==> src/design/gbrl_pkg.sv <==
`default_nettype none

package gbrl_pkg;

  // Geometry limits and fixed-point constants
  localparam int unsigned MaxWidth    = 4096;
  localparam int unsigned MaxHeight   = 4096;
  localparam int unsigned DimW        = 13;
  localparam int unsigned ColW        = $clog2(MaxWidth);
  localparam int unsigned RowW        = $clog2(MaxHeight);
  localparam int unsigned LogOffsetQ8 = 4259;  // 3 * ln(256) in Q.8
  localparam int unsigned MaskOn      = 255;
  localparam int unsigned RoundHalf   = 128;

  localparam int unsigned SqW     = 16;
  localparam int unsigned ProdW   = 32;
  localparam int unsigned PixW    = 32;
  localparam int unsigned RowAccW = 48;
  localparam int unsigned FrmAccW = 56;
  localparam int unsigned CfgIdxW = 3;
  localparam int unsigned CfgDataW = 16;

  typedef enum logic [CfgIdxW-1:0] {
    CfgMode        = 3'd0,
    CfgFrameWidth  = 3'd1,
    CfgFrameHeight = 3'd2,
    CfgLogNormSum  = 3'd3,
    CfgInvVarCh0   = 3'd4,
    CfgInvVarCh1   = 3'd5,
    CfgInvVarCh2   = 3'd6,
    CfgMaskThresh  = 3'd7
  } cfg_idx_e;

  typedef enum logic [1:0] {
    ModeRowSum    = 2'd0,
    ModeRowOffset = 2'd1,
    ModeMask      = 2'd2,
    ModeSpare     = 2'd3
  } mode_e;

  typedef struct packed {
    logic [7:0] pix_ch0;
    logic [7:0] pix_ch1;
    logic [7:0] pix_ch2;
    logic [7:0] bg_ch0;
    logic [7:0] bg_ch1;
    logic [7:0] bg_ch2;
  } in_t;

  typedef struct packed {
    logic signed [PixW-1:0]    pixel_value;
    logic signed [RowAccW-1:0] row_cumulative;
    logic signed [FrmAccW-1:0] frame_total;
    logic                      row_end;
    logic                      frame_end;
  } out_t;

  typedef struct packed {
    mode_e                     mode;
    logic [DimW-1:0]           frame_width;
    logic [DimW-1:0]           frame_height;
    logic signed [15:0]        log_norm_sum;
    logic [15:0]               inv_var_ch0;
    logic [15:0]               inv_var_ch1;
    logic [15:0]               inv_var_ch2;
    logic signed [15:0]        mask_threshold;
  } cfg_t;

  // Stage load enables shared by the lanes, the merge and the accumulator
  typedef struct packed {
    logic sq_en;
    logic prod_en;
    logic sum_en;
    logic acc_en;
  } adv_t;

endpackage

`default_nettype wire

==> src/design/gbrl_lane.sv <==
`default_nettype none

// One colour channel: squared difference, then scale by the inverse variance.
module gbrl_lane (
  input  wire logic                          clk_i,
  input  wire gbrl_pkg::adv_t                adv_i,
  input  wire logic [7:0]                    pix_i,
  input  wire logic [7:0]                    bg_i,
  input  wire logic [15:0]                   inv_var_i,
  output logic      [gbrl_pkg::ProdW-1:0]    prod_o
);

  logic signed [8:0]                diff;
  logic signed [17:0]               sq_full;
  logic [gbrl_pkg::SqW-1:0]         sq_d, sq_q;
  logic [gbrl_pkg::ProdW-1:0]       prod_d, prod_q;

  always_comb begin
    diff    = $signed({1'b0, pix_i}) - $signed({1'b0, bg_i});
    sq_full = 18'(diff) * 18'(diff);
    sq_d    = sq_full[gbrl_pkg::SqW-1:0];
    prod_d  = gbrl_pkg::ProdW'(sq_q) * gbrl_pkg::ProdW'(inv_var_i);
  end

  always_ff @(posedge clk_i) begin
    if (adv_i.sq_en) begin
      sq_q <= sq_d;
    end
    if (adv_i.prod_en) begin
      prod_q <= prod_d;
    end
  end

  assign prod_o = prod_q;

endmodule

`default_nettype wire

==> src/design/gbrl_merge.sv <==
`default_nettype none

// Combine the three lane products: round Q.16 to Q.8, negate with the normalisation.
module gbrl_merge (
  input  wire logic                              clk_i,
  input  wire gbrl_pkg::adv_t                    adv_i,
  input  wire logic [gbrl_pkg::ProdW-1:0]        prod0_i,
  input  wire logic [gbrl_pkg::ProdW-1:0]        prod1_i,
  input  wire logic [gbrl_pkg::ProdW-1:0]        prod2_i,
  input  wire logic signed [15:0]                log_norm_sum_i,
  output logic signed [gbrl_pkg::PixW-1:0]       loglik_o
);

  localparam int unsigned SumW = gbrl_pkg::ProdW + 2;

  logic [SumW-1:0]                   sum;
  logic [SumW-9:0]                   scaled;
  logic signed [gbrl_pkg::PixW-1:0]  loglik_d, loglik_q;

  always_comb begin
    sum = {2'b00, prod0_i} + {2'b00, prod1_i} + {2'b00, prod2_i}
        + SumW'(gbrl_pkg::RoundHalf);
    scaled   = sum[SumW-1:8];
    loglik_d = -{{(gbrl_pkg::PixW-16){log_norm_sum_i[15]}}, log_norm_sum_i}
             - {{(gbrl_pkg::PixW-(SumW-8)){1'b0}}, scaled};
  end

  always_ff @(posedge clk_i) begin
    if (adv_i.sum_en) begin
      loglik_q <= loglik_d;
    end
  end

  assign loglik_o = loglik_q;

endmodule

`default_nettype wire

==> src/design/gbrl_accum.sv <==
`default_nettype none

// Raster position, saturating row and frame sums, mask and the output register.
module gbrl_accum (
  input  wire logic                              clk_i,
  input  wire logic                              rst_ni,
  input  wire gbrl_pkg::adv_t                    adv_i,
  input  wire gbrl_pkg::cfg_t                    cfg_i,
  input  wire logic signed [gbrl_pkg::PixW-1:0]  loglik_i,
  output gbrl_pkg::out_t                         out_o
);

  localparam int unsigned RowSumW = gbrl_pkg::RowAccW + 1;
  localparam int unsigned FrmSumW = gbrl_pkg::FrmAccW + 1;

  logic [gbrl_pkg::ColW-1:0]            col_d, col_q;
  logic [gbrl_pkg::RowW-1:0]            row_d, row_q;
  logic signed [gbrl_pkg::RowAccW-1:0]  racc_d, racc_q;
  logic signed [gbrl_pkg::FrmAccW-1:0]  facc_d, facc_q;
  gbrl_pkg::out_t                       out_d, out_q;

  logic [gbrl_pkg::DimW-1:0]            w_eff, h_eff, w_last, h_last;
  logic                                 row_end, frame_end;
  logic signed [gbrl_pkg::PixW:0]       row_add;
  logic signed [RowSumW-1:0]            row_sum;
  logic signed [FrmSumW-1:0]            frm_sum;
  logic signed [gbrl_pkg::RowAccW-1:0]  row_sat;
  logic signed [gbrl_pkg::FrmAccW-1:0]  frm_sat;
  logic signed [gbrl_pkg::PixW-1:0]     thresh;

  always_comb begin
    // Clamp geometry: zero counts as one, cap at the maximum
    priority if (cfg_i.frame_width == '0) begin
      w_eff = gbrl_pkg::DimW'(1);
    end else if (cfg_i.frame_width > gbrl_pkg::DimW'(gbrl_pkg::MaxWidth)) begin
      w_eff = gbrl_pkg::DimW'(gbrl_pkg::MaxWidth);
    end else begin
      w_eff = cfg_i.frame_width;
    end
    priority if (cfg_i.frame_height == '0) begin
      h_eff = gbrl_pkg::DimW'(1);
    end else if (cfg_i.frame_height > gbrl_pkg::DimW'(gbrl_pkg::MaxHeight)) begin
      h_eff = gbrl_pkg::DimW'(gbrl_pkg::MaxHeight);
    end else begin
      h_eff = cfg_i.frame_height;
    end
    w_last    = w_eff - gbrl_pkg::DimW'(1);
    h_last    = h_eff - gbrl_pkg::DimW'(1);
    row_end   = gbrl_pkg::DimW'(col_q) >= w_last;
    frame_end = row_end && (gbrl_pkg::DimW'(row_q) >= h_last);

    row_add = {loglik_i[gbrl_pkg::PixW-1], loglik_i};
    if (cfg_i.mode == gbrl_pkg::ModeRowOffset) begin
      row_add = row_add + (gbrl_pkg::PixW+1)'(gbrl_pkg::LogOffsetQ8);
    end

    row_sum = {racc_q[gbrl_pkg::RowAccW-1], racc_q}
            + {{(RowSumW-gbrl_pkg::PixW-1){row_add[gbrl_pkg::PixW]}}, row_add};
    frm_sum = {facc_q[gbrl_pkg::FrmAccW-1], facc_q}
            + {{(FrmSumW-gbrl_pkg::PixW){loglik_i[gbrl_pkg::PixW-1]}}, loglik_i};

    // Clip on overflow: the carry-out sign differs from the result sign
    if (row_sum[RowSumW-1] != row_sum[RowSumW-2]) begin
      row_sat = {row_sum[RowSumW-1], {(gbrl_pkg::RowAccW-1){~row_sum[RowSumW-1]}}};
    end else begin
      row_sat = row_sum[gbrl_pkg::RowAccW-1:0];
    end
    if (frm_sum[FrmSumW-1] != frm_sum[FrmSumW-2]) begin
      frm_sat = {frm_sum[FrmSumW-1], {(gbrl_pkg::FrmAccW-1){~frm_sum[FrmSumW-1]}}};
    end else begin
      frm_sat = frm_sum[gbrl_pkg::FrmAccW-1:0];
    end

    thresh = {{(gbrl_pkg::PixW-16){cfg_i.mask_threshold[15]}}, cfg_i.mask_threshold};

    out_d.row_cumulative = row_sat;
    out_d.frame_total    = frm_sat;
    out_d.row_end        = row_end;
    out_d.frame_end      = frame_end;
    if (cfg_i.mode == gbrl_pkg::ModeMask) begin
      out_d.pixel_value = (loglik_i < thresh) ? gbrl_pkg::PixW'(gbrl_pkg::MaskOn) : '0;
    end else begin
      out_d.pixel_value = loglik_i;
    end

    col_d  = col_q;
    row_d  = row_q;
    racc_d = racc_q;
    facc_d = facc_q;
    if (adv_i.acc_en) begin
      racc_d = row_sat;
      facc_d = frm_sat;
      col_d  = col_q + gbrl_pkg::ColW'(1);
      if (row_end) begin
        col_d  = '0;
        racc_d = '0;
        row_d  = row_q + gbrl_pkg::RowW'(1);
        if (frame_end) begin
          row_d  = '0;
          facc_d = '0;
        end
      end
    end
  end

  always_ff @(posedge clk_i or negedge rst_ni) begin
    if (!rst_ni) begin
      col_q  <= '0;
      row_q  <= '0;
      racc_q <= '0;
      facc_q <= '0;
    end else begin
      col_q  <= col_d;
      row_q  <= row_d;
      racc_q <= racc_d;
      facc_q <= facc_d;
    end
  end

  always_ff @(posedge clk_i) begin
    if (adv_i.acc_en) begin
      out_q <= out_d;
    end
  end

  assign out_o = out_q;

endmodule

`default_nettype wire

==> src/design/gaussian_background_row_loglik.sv <==
// Four register stages: squares, products, log-likelihood and the output register. One pixel
// per clock unless out_stall_i holds the pipeline; the three channel lanes and the merge are
// fully pipelined, the row and frame accumulators close their loop within the final stage.
// Reset (rst_ni low, asynchronous): pipeline emptied, raster counters and sums cleared,
// configuration registers return to mode 0, 640 x 480, zero normalisation, 404, -5120.
`default_nettype none

module gaussian_background_row_loglik (
  input  wire logic                              clk_i,
  input  wire logic                              rst_ni,
  // pixel input channel
  input  wire logic                              in_valid_i,
  output logic                                   in_stall_o,
  input  wire gbrl_pkg::in_t                     in_data_i,
  // result channel
  output logic                                   out_valid_o,
  input  wire logic                              out_stall_i,
  output gbrl_pkg::out_t                         out_data_o,
  // configuration write channel
  input  wire logic                              cfg_valid_i,
  output logic                                   cfg_ready_o,
  input  wire logic [gbrl_pkg::CfgIdxW-1:0]      cfg_index_i,
  input  wire logic [gbrl_pkg::CfgDataW-1:0]     cfg_data_i
);

  gbrl_pkg::cfg_t cfg_d, cfg_q;

  // Stage valid flags: squares, products, log-likelihood, output register
  logic v1_d, v1_q, v2_d, v2_q, v3_d, v3_q, v4_d, v4_q;
  logic adv1, adv2, adv3, adv4;
  gbrl_pkg::adv_t adv;

  logic [gbrl_pkg::ProdW-1:0]       prod0, prod1, prod2;
  logic signed [gbrl_pkg::PixW-1:0] loglik;

  // ---------------------------------------------------------------------------
  // Configuration: always ready; the user, not the block, must see that it is written only while the pipeline is idle
  // ---------------------------------------------------------------------------
  assign cfg_ready_o = 1'b1;

  always_comb begin
    cfg_d = cfg_q;
    if (cfg_valid_i) begin
      unique case (gbrl_pkg::cfg_idx_e'(cfg_index_i))
        gbrl_pkg::CfgMode:        cfg_d.mode           = gbrl_pkg::mode_e'(cfg_data_i[1:0]);
        gbrl_pkg::CfgFrameWidth:  cfg_d.frame_width    = cfg_data_i[gbrl_pkg::DimW-1:0];
        gbrl_pkg::CfgFrameHeight: cfg_d.frame_height   = cfg_data_i[gbrl_pkg::DimW-1:0];
        gbrl_pkg::CfgLogNormSum:  cfg_d.log_norm_sum   = $signed(cfg_data_i);
        gbrl_pkg::CfgInvVarCh0:   cfg_d.inv_var_ch0    = cfg_data_i;
        gbrl_pkg::CfgInvVarCh1:   cfg_d.inv_var_ch1    = cfg_data_i;
        gbrl_pkg::CfgInvVarCh2:   cfg_d.inv_var_ch2    = cfg_data_i;
        gbrl_pkg::CfgMaskThresh:  cfg_d.mask_threshold = $signed(cfg_data_i);
        default:                  cfg_d = cfg_q;
      endcase
    end
  end

  always_ff @(posedge clk_i or negedge rst_ni) begin
    if (!rst_ni) begin
      cfg_q.mode           <= gbrl_pkg::ModeRowSum;
      cfg_q.frame_width    <= gbrl_pkg::DimW'(640);
      cfg_q.frame_height   <= gbrl_pkg::DimW'(480);
      cfg_q.log_norm_sum   <= '0;
      cfg_q.inv_var_ch0    <= 16'd404;
      cfg_q.inv_var_ch1    <= 16'd404;
      cfg_q.inv_var_ch2    <= 16'd404;
      cfg_q.mask_threshold <= -16'sd5120;
    end else begin
      cfg_q <= cfg_d;
    end
  end

  // ---------------------------------------------------------------------------
  // Pipeline flow: a stage advances when it is empty or the next one advances.
  // Stall back-propagates from the output register in one combinational chain.
  // ---------------------------------------------------------------------------
  always_comb begin
    adv4 = !v4_q || !out_stall_i;
    adv3 = !v3_q || adv4;
    adv2 = !v2_q || adv3;
    adv1 = !v1_q || adv2;

    v1_d = adv1 ? in_valid_i : v1_q;
    v2_d = adv2 ? v1_q : v2_q;
    v3_d = adv3 ? v2_q : v3_q;
    v4_d = adv4 ? v3_q : v4_q;

    adv.sq_en   = adv1 && in_valid_i;
    adv.prod_en = adv2 && v1_q;
    adv.sum_en  = adv3 && v2_q;
    adv.acc_en  = adv4 && v3_q;  // commit one pixel to the raster state
  end

  assign in_stall_o = !adv1;

  always_ff @(posedge clk_i or negedge rst_ni) begin
    if (!rst_ni) begin
      v1_q <= 1'b0;
      v2_q <= 1'b0;
      v3_q <= 1'b0;
      v4_q <= 1'b0;
    end else begin
      v1_q <= v1_d;
      v2_q <= v2_d;
      v3_q <= v3_d;
      v4_q <= v4_d;
    end
  end

  // ---------------------------------------------------------------------------
  // Channel lanes, one per colour channel
  // ---------------------------------------------------------------------------
  gbrl_lane u_lane0 (
    .clk_i     (clk_i),
    .adv_i     (adv),
    .pix_i     (in_data_i.pix_ch0),
    .bg_i      (in_data_i.bg_ch0),
    .inv_var_i (cfg_q.inv_var_ch0),
    .prod_o    (prod0)
  );

  gbrl_lane u_lane1 (
    .clk_i     (clk_i),
    .adv_i     (adv),
    .pix_i     (in_data_i.pix_ch1),
    .bg_i      (in_data_i.bg_ch1),
    .inv_var_i (cfg_q.inv_var_ch1),
    .prod_o    (prod1)
  );

  gbrl_lane u_lane2 (
    .clk_i     (clk_i),
    .adv_i     (adv),
    .pix_i     (in_data_i.pix_ch2),
    .bg_i      (in_data_i.bg_ch2),
    .inv_var_i (cfg_q.inv_var_ch2),
    .prod_o    (prod2)
  );

  // Merge the lanes into the per-pixel log-likelihood
  gbrl_merge u_merge (
    .clk_i          (clk_i),
    .adv_i          (adv),
    .prod0_i        (prod0),
    .prod1_i        (prod1),
    .prod2_i        (prod2),
    .log_norm_sum_i (cfg_q.log_norm_sum),
    .loglik_o       (loglik)
  );

  // Row/frame sums, raster flags and mask; holds the output register
  gbrl_accum u_accum (
    .clk_i    (clk_i),
    .rst_ni   (rst_ni),
    .adv_i    (adv),
    .cfg_i    (cfg_q),
    .loglik_i (loglik),
    .out_o    (out_data_o)
  );

  assign out_valid_o = v4_q;

endmodule

`default_nettype wire

==> config.mk <==
export PLATFORM = sky130hd
export DESIGN_NAME = gaussian_background_row_loglik
export DESIGN_NICKNAME = d
export VERILOG_FILES = /design/src/design/gbrl_pkg.sv /design/src/design/gbrl_lane.sv /design/src/design/gbrl_merge.sv /design/src/design/gbrl_accum.sv /design/src/design/gaussian_background_row_loglik.sv
export SDC_FILE = /design/constraint.sdc
export NUM_CORES = 2
export LEC_CHECK = 0
export ABC_AREA = 1
export BUFFER_PORTS_ARGS = -buffer_cell sky130_fd_sc_hd__buf_4
export CORE_UTILIZATION = 65
export DETAILED_ROUTE_END_ITERATION = 10
export GPL_TIMING_DRIVEN = 1
export PLACE_DENSITY = 0.93
export SYNTH_ARGS = -nofsm -noshare
export SYNTH_HDL_FRONTEND = slang
export SYNTH_HIERARCHICAL = 1
export SYNTH_SLANG_ARGS = --single-unit
==> constraint.sdc <==
create_clock -name clk_i -period 21.3 [get_ports clk_i]
set_input_delay 3.195 -clock clk_i [delete_from_list [all_inputs] [get_ports clk_i]]
set_output_delay 3.195 -clock clk_i [all_outputs]
set_load 0.02 [all_outputs]
* Yosys cells after proc, flatten, opt, wreduce, memory -nomap -nowiden
Cells that the tools add are included.
** Storage, ports and cells
- Word-level logic and storage cells :: 108
- Input port bits :: 72
- Register bits :: 554
- Output and inout port bits :: 141
** Operators by class
- Multiplexer cells :: 14
- Reductions and logical operators :: 27
- Add/subtract/negate cells :: 15
- Eq/ne operators :: 11
- Magnitude comparators :: 5
- Bitwise operators :: 2
- Multiply operators :: 6
** Operators with widths (count)
- 56-bit 2-to-1 mux :: 3
- 16-bit by 16-bit multiplier with 32-bit output :: 3
- 48-bit 2-to-1 mux :: 2
- 56-bit by 32-bit adder with 57-bit output :: 1
- 13-bit 2-to-1 mux :: 4
- 48-bit by 33-bit adder with 49-bit output :: 1
- 9-bit by 9-bit multiplier with 16-bit output :: 3
- 34-bit by 32-bit adder with 34-bit output :: 1
- 34-bit by 8-bit adder with 34-bit output (second input constant) :: 1
- 32-bit by 14-bit adder with 33-bit output (second input constant) :: 1
- 32-bit by 32-bit adder with 33-bit output :: 1
- 33-bit 2-to-1 mux :: 1
- 32-bit by 16-bit less-than comparator with 1-bit output :: 1
- 32-bit 2-to-1 mux :: 1
- 32-bit negator :: 1
- 32-bit by 26-bit subtractor with 32-bit output :: 1
- 8-bit by 8-bit subtractor with 9-bit output :: 3
- 12-bit by 13-bit greater-or-equal comparator with 1-bit output :: 2
- 13-bit > comparator (second input constant) :: 2
- 13-bit logical NOT :: 2
- 13-bit by 1-bit subtractor with 13-bit output (second input constant) :: 2
- 12-bit by 1-bit adder with 12-bit output (second input constant) :: 2
- 12-bit 2-to-1 mux :: 2
- 2-bit AND reduction :: 9
- other kinds (12) :: 30

* Logic depth before layout (Yosys ltp)
- Depth in word-level cells :: 8
- Depth in mapped cells :: 33
- Depth with buffers taken out :: 32

* By module
The synthesis kept the hierarchy.
** Modules (own cells, without submodules)
- gbrl_accum :: times used 1, seq. area each 7347.0 µm², cells an instance 3248, area an instance 22094.9 µm²
- gbrl_lane at u_lane0 :: times used 1, seq. area each 1411.4 µm², cells an instance 1641, area an instance 13180.1 µm²
- gbrl_lane at u_lane1 :: times used 1, seq. area each 1411.4 µm², cells an instance 1644, area an instance 13120.1 µm²
- gbrl_lane at u_lane2 :: times used 1, seq. area each 1411.4 µm², cells an instance 1638, area an instance 13096.3 µm²
- gbrl_merge :: times used 1, seq. area each 960.9 µm², cells an instance 953, area an instance 6502.5 µm²
- gaussian_background_row_loglik :: times used 1, seq. area each 2831.5 µm², cells an instance 417, area an instance 4170.2 µm²

* Least setup slack after synthesis
OpenSTA, ideal clock, no wires.
- Kind :: input to register
- Start :: in out_stall_i
- End :: reg u_accum/col_q[10] (netlist bit)
- Setup time :: 0.120 ns
- Stages on the path :: 15
- Data arrival time :: 10.583 ns
- Buffers on the path :: 1
- Slack :: 10.597 ns
- Data required time :: 21.180 ns
- Path through :: nand2_1 > inv_1 > nor2_1 > clkbuf_1 > inv_2 > nor3_1 > nand2_1 > nor2_1 > nand2_1 > nor2_1 > nand3_1 > o21ai_0 > inv_1 > o21ai_0 > inv_1
** RTL lines
- start: declaration :: RTL line gaussian_background_row_loglik.sv:17 : input wire logic out_stall_i,
- end signal: assignment :: RTL line gbrl_accum.sv:113 : col_q <= col_d;
- end: declaration :: RTL line gbrl_accum.sv:16 : logic [gbrl_pkg::ColW-1:0] col_d, col_q;

* Final worst setup path
- Start :: in in_data_i[40] (netlist bit)
- End :: reg u_lane0/sq_q[13] (netlist bit) (data pin)
** Between the ends
- Word-level cells in the longest chain between the ends :: 2
** Ends and longest elaborated chain
- start: declaration :: RTL line gaussian_background_row_loglik.sv:14 : input wire gbrl_pkg::in_t in_data_i,
- 8-bit by 8-bit subtractor with 9-bit output :: RTL line gbrl_lane.sv:19 : diff = $signed({1'b0, pix_i}) - $signed({1'b0, bg_i});
- 9-bit by 9-bit multiplier with 16-bit output :: RTL line gbrl_lane.sv:20 : sq_full = 18'(diff) * 18'(diff);
- net u_lane0.sq_full[13] :: RTL line gbrl_lane.sv:14 : logic signed [17:0] sq_full;
- end signal: assignment :: RTL line gbrl_lane.sv:27 : sq_q <= sq_d;
- end: declaration :: RTL line gbrl_lane.sv:15 : logic [gbrl_pkg::SqW-1:0] sq_d, sq_q;
The timed path passes the listed nets, and every way through them passes these cells.
A chain may end at the register's enable or synchronous reset.

==> results.sh <==
export IMPL_rsz0062_at_grt="no"
export IMPL_vias=63075
export IMPL_synth_top_family_by_area="adder cells"
export IMPL_vias_per_cell=5.65
export IMPL_synth_edff_count=311
export IMPL_gp_congestion=1.02
export IMPL_reg2reg_slack_ps=15000
export IMPL_portBuffers=211
export IMPL_critPathSlowestCell="fa_1"
export IMPL_synthFlopType="edfxtp_1"
export IMPL_fmax_mhz=118
export IMPL_ys_warnings_count=6
export IMPL_drive_above_1_share_pct=6.51
export IMPL_outcome="completed"
export IMPL_synth_adder_area_share_pct=33.4
export IMPL_seq_area_sq_um=15400
export IMPL_cts_made_buffers=60
export IMPL_core_sq_um=109000
export IMPL_grt_use_total_pct=35.7
export IMPL_wirelength_mm=200
export IMPL_required_ps=21720
export IMPL_post_drt_wl_per_cell_microns=17.9
export IMPL_drt_pass1_iter_count=7
export IMPL_max_stage_delay_ps=550
export IMPL_yosys_cell_types_count=61
export IMPL_grt_pass1_wl_mm=320
export IMPL_max_slew_worst_pin_slew_ps=1190
export IMPL_route_detailed_drc=0
export IMPL_syn_area_sq_um=72200
export IMPL_postCtsSetupBuffers=0
export IMPL_drt_iter0_drc=5897
export IMPL_ys_ff_latch=551
export IMPL_cts_hold_buf=0
export IMPL_holdCritPathClass="reg2reg"
export IMPL_drtAntennaViolNets=0
export IMPL_async_flop_share_pct=43.6
export IMPL_die_h_microns=335
export IMPL_num_antenna_cells=0
export IMPL_crit_arrival_ps=8870
export IMPL_synth_simple_gate_area_share_pct=23.6
export IMPL_critPathCaptureType="flip-flop"
export IMPL_fillers=8457
export IMPL_syn_to_final_growth_pct=6.66
export IMPL_crit_fanout=11
export IMPL_multi_input_area_sq_um=47800
export IMPL_grt_max_degree=112
export IMPL_ios=213
export IMPL_hold_viol=0
export IMPL_synth_mux_area_share_pct=0
export IMPL_clk_latency_ps=740
export IMPL_overflow=0
export IMPL_cts_buffer_depth=3
export IMPL_timing_slew_headroom_pct=21.0
export IMPL_syn_avg_cell_area_sq_um=7.56
export IMPL_maxSlewViolCount=0
export IMPL_antenna_found_initial=2
export IMPL_clock_sinks=551
export IMPL_fin_nets=11182
export IMPL_layout_min_cycle_time_ps=8450
export IMPL_fp_dieArea_sq_um=112000
export IMPL_r2r_cells=21
export IMPL_period_share_pct=39.7
export IMPL_drv_cap=0
export IMPL_die_w_microns=335
export IMPL_min_path_cells=2
export IMPL_seq_area_frac_synth_pct=21.3
export IMPL_htree_levels=2
export IMPL_start_util_pct=65.9
export IMPL_tritoncts="yes"
export IMPL_clock_skew_ps=78.6
export IMPL_finalSetupTns_ps=0
export IMPL_setup_viol=0
export IMPL_dpl_hpwl_mm=159
export IMPL_cts_resized=0
export IMPL_num_rows=121
export IMPL_startpoint_type="primary input"
export IMPL_clk_pin_slew_ps=60
export IMPL_synth_xor_area_share_pct=3.17
export IMPL_synth_compound_area_share_pct=5.80
export IMPL_netlist_instances=9541
export IMPL_grt_pass1_vias=64598
export IMPL_path_class="in2reg"
export IMPL_root_buffer="clkbuf_16"
==> cell families after synthesis <==
group / count (synthesis)
AO/OA/AOI/OAI: 760
flip-flops: 551
other: 7
buffers and inverters: 2388
AND/OR/NAND/NOR: 4095
adder cells (fa/ha/maj): 1479
XOR/XNOR: 261
==> synthesized netlist by cell type (4+ instances only) <==
library cell	count	share of area, %
nor4_1	12	0.10
nor2_2	30	0.26
o21a_1	7	0.073
xnor2_1	70	0.85
o21ai_1	112	0.78
buf_4	8	0.083
nand3b_1	17	0.18
a21o_1	22	0.23
nand3_1	357	2.5
nand4_1	74	0.64
clkbuf_1	159	0.83
edfxtp_1	311	13
o21ai_0	176	1.2
buf_2	40	0.28
o211ai_1	5	0.052
nand2_2	117	1.0
dfrtp_1	217	7.5
nor3_1	67	0.46
a21oi_1	338	2.3
and2_1	6	0.052
nor2_1	568	3.0
a31oi_1	12	0.10
or2_2	4	0.035
inv_1	2134	11
nand2_1	2774	14
a21boi_0	6	0.062
fa_1	745	21
ha_1	734	13
nor3_2	12	0.17
nor2_4	13	0.20
nand2_4	13	0.20
conb_1	7	0.036
buf_6	8	0.12
inv_2	30	0.16
o21bai_1	50	0.52
a21oi_2	10	0.12
o21ai_2	11	0.13
dfstp_2	23	0.84
and3_1	4	0.035
nand3_2	12	0.17
xor2_1	191	2.3
==> worst max-delay path, delay by kind of cell <==
family | cells | cell delay, ps
adder cells (fa/ha/maj) | 8 | 3390
AND/OR/NAND/NOR | 8 | 850
AO/OA/AOI/OAI | 3 | 660
buffers and inverters | 8 | 630
XOR/XNOR | 1 | 140
==> state kept, by name (all words and copies together) (netlist names), 32 cells and up <==
name and count:
u_lane2/prod_o 32, u_merge/loglik_o 32, u_lane1/prod_o 32, cfg_q 108, u_accum/out_o 138, u_accum/facc_q 56, u_accum/racc_q 48, u_lane0/prod_o 32
==> layout by cell type (no fill, tap or decap), types with 12 or more instances in the layout <==
cell type and n:
conb_1 28, xnor2_1 70, nand2_2 117, a21o_1 22, buf_4 226, nand3_2 12, o21bai_1 50, clkbuf_16 60
o21ai_1 112, nor4_1 12, ha_1 734, inv_1 2134, nor3_2 12, o21ai_0 176, nand3_1 357, xor2_1 191
edfxtp_1 311, nand4_1 74, nand2_4 13, nand3b_1 17, nor2_4 15, nor2_1 566, inv_6 13, dfstp_2 23
nand2_1 2774, nor2_2 30, fa_1 745, a21oi_1 338, dfrtp_1 217, nor3_1 67, inv_2 29
==> metal layers <==
metal	global-route usage, %	vias to the layer above	part of all wire [%]
met4	22.2	4	7.0
li1	-	29105	-
met5	0	-	0.0080
met3	5.82	882	8.5
met1	42.3	29849	37
met2	60.8	3235	48
==> path summary, 6_finish.rpt <==
kind                                    start                 end
max                             in_data_i[40]    u_lane0/sq_q[13]
min                        u_accum/facc_q[52]  u_accum/facc_q[52]
max reg2reg                   u_lane1/sq_q[7]  u_lane1/prod_o[29]
min reg2reg                u_accum/facc_q[52]  u_accum/facc_q[52]
max in group asynchronous              rst_ni           cfg_q[38]
min in group asynchronous              rst_ni  u_accum/racc_q[45]
==> per-stage QoR <==
stage / instance area [sq um] / hold WS (ps) / std cells / setup slack [ps] / util [%]
final: 77000 / 490 / 11159 / 12850 / 70.3
after global routing: 77000 / 503 / 11159 / 12580 / 70.3
after CTS: 77000 / 489 / 11159 / 12900 / 70.3
after detailed placement: 74800 / 473 / 11045 / 12200 / 68.4
after global placement: 74800 / 464 / 11045 / 12340 / 68.4
after floorplan: 72200 / 443 / 9562 / 10600 / -
==> layout make-up <==
cell class / instances / area share [%]
timing repair buffer: 227 / 2.22
clock inverter: 50 / 0.779
multi-input combinational: 6623 / 62.1
tap: 1476 / 2.40
clock buffer: 64 / 1.98
sequential: 551 / 20.0
inverter: 2168 / 10.6
Power is left out: the tool's default activity adds up to more than one toggle a clock period on the data nets, which glitch-free logic cannot reach.
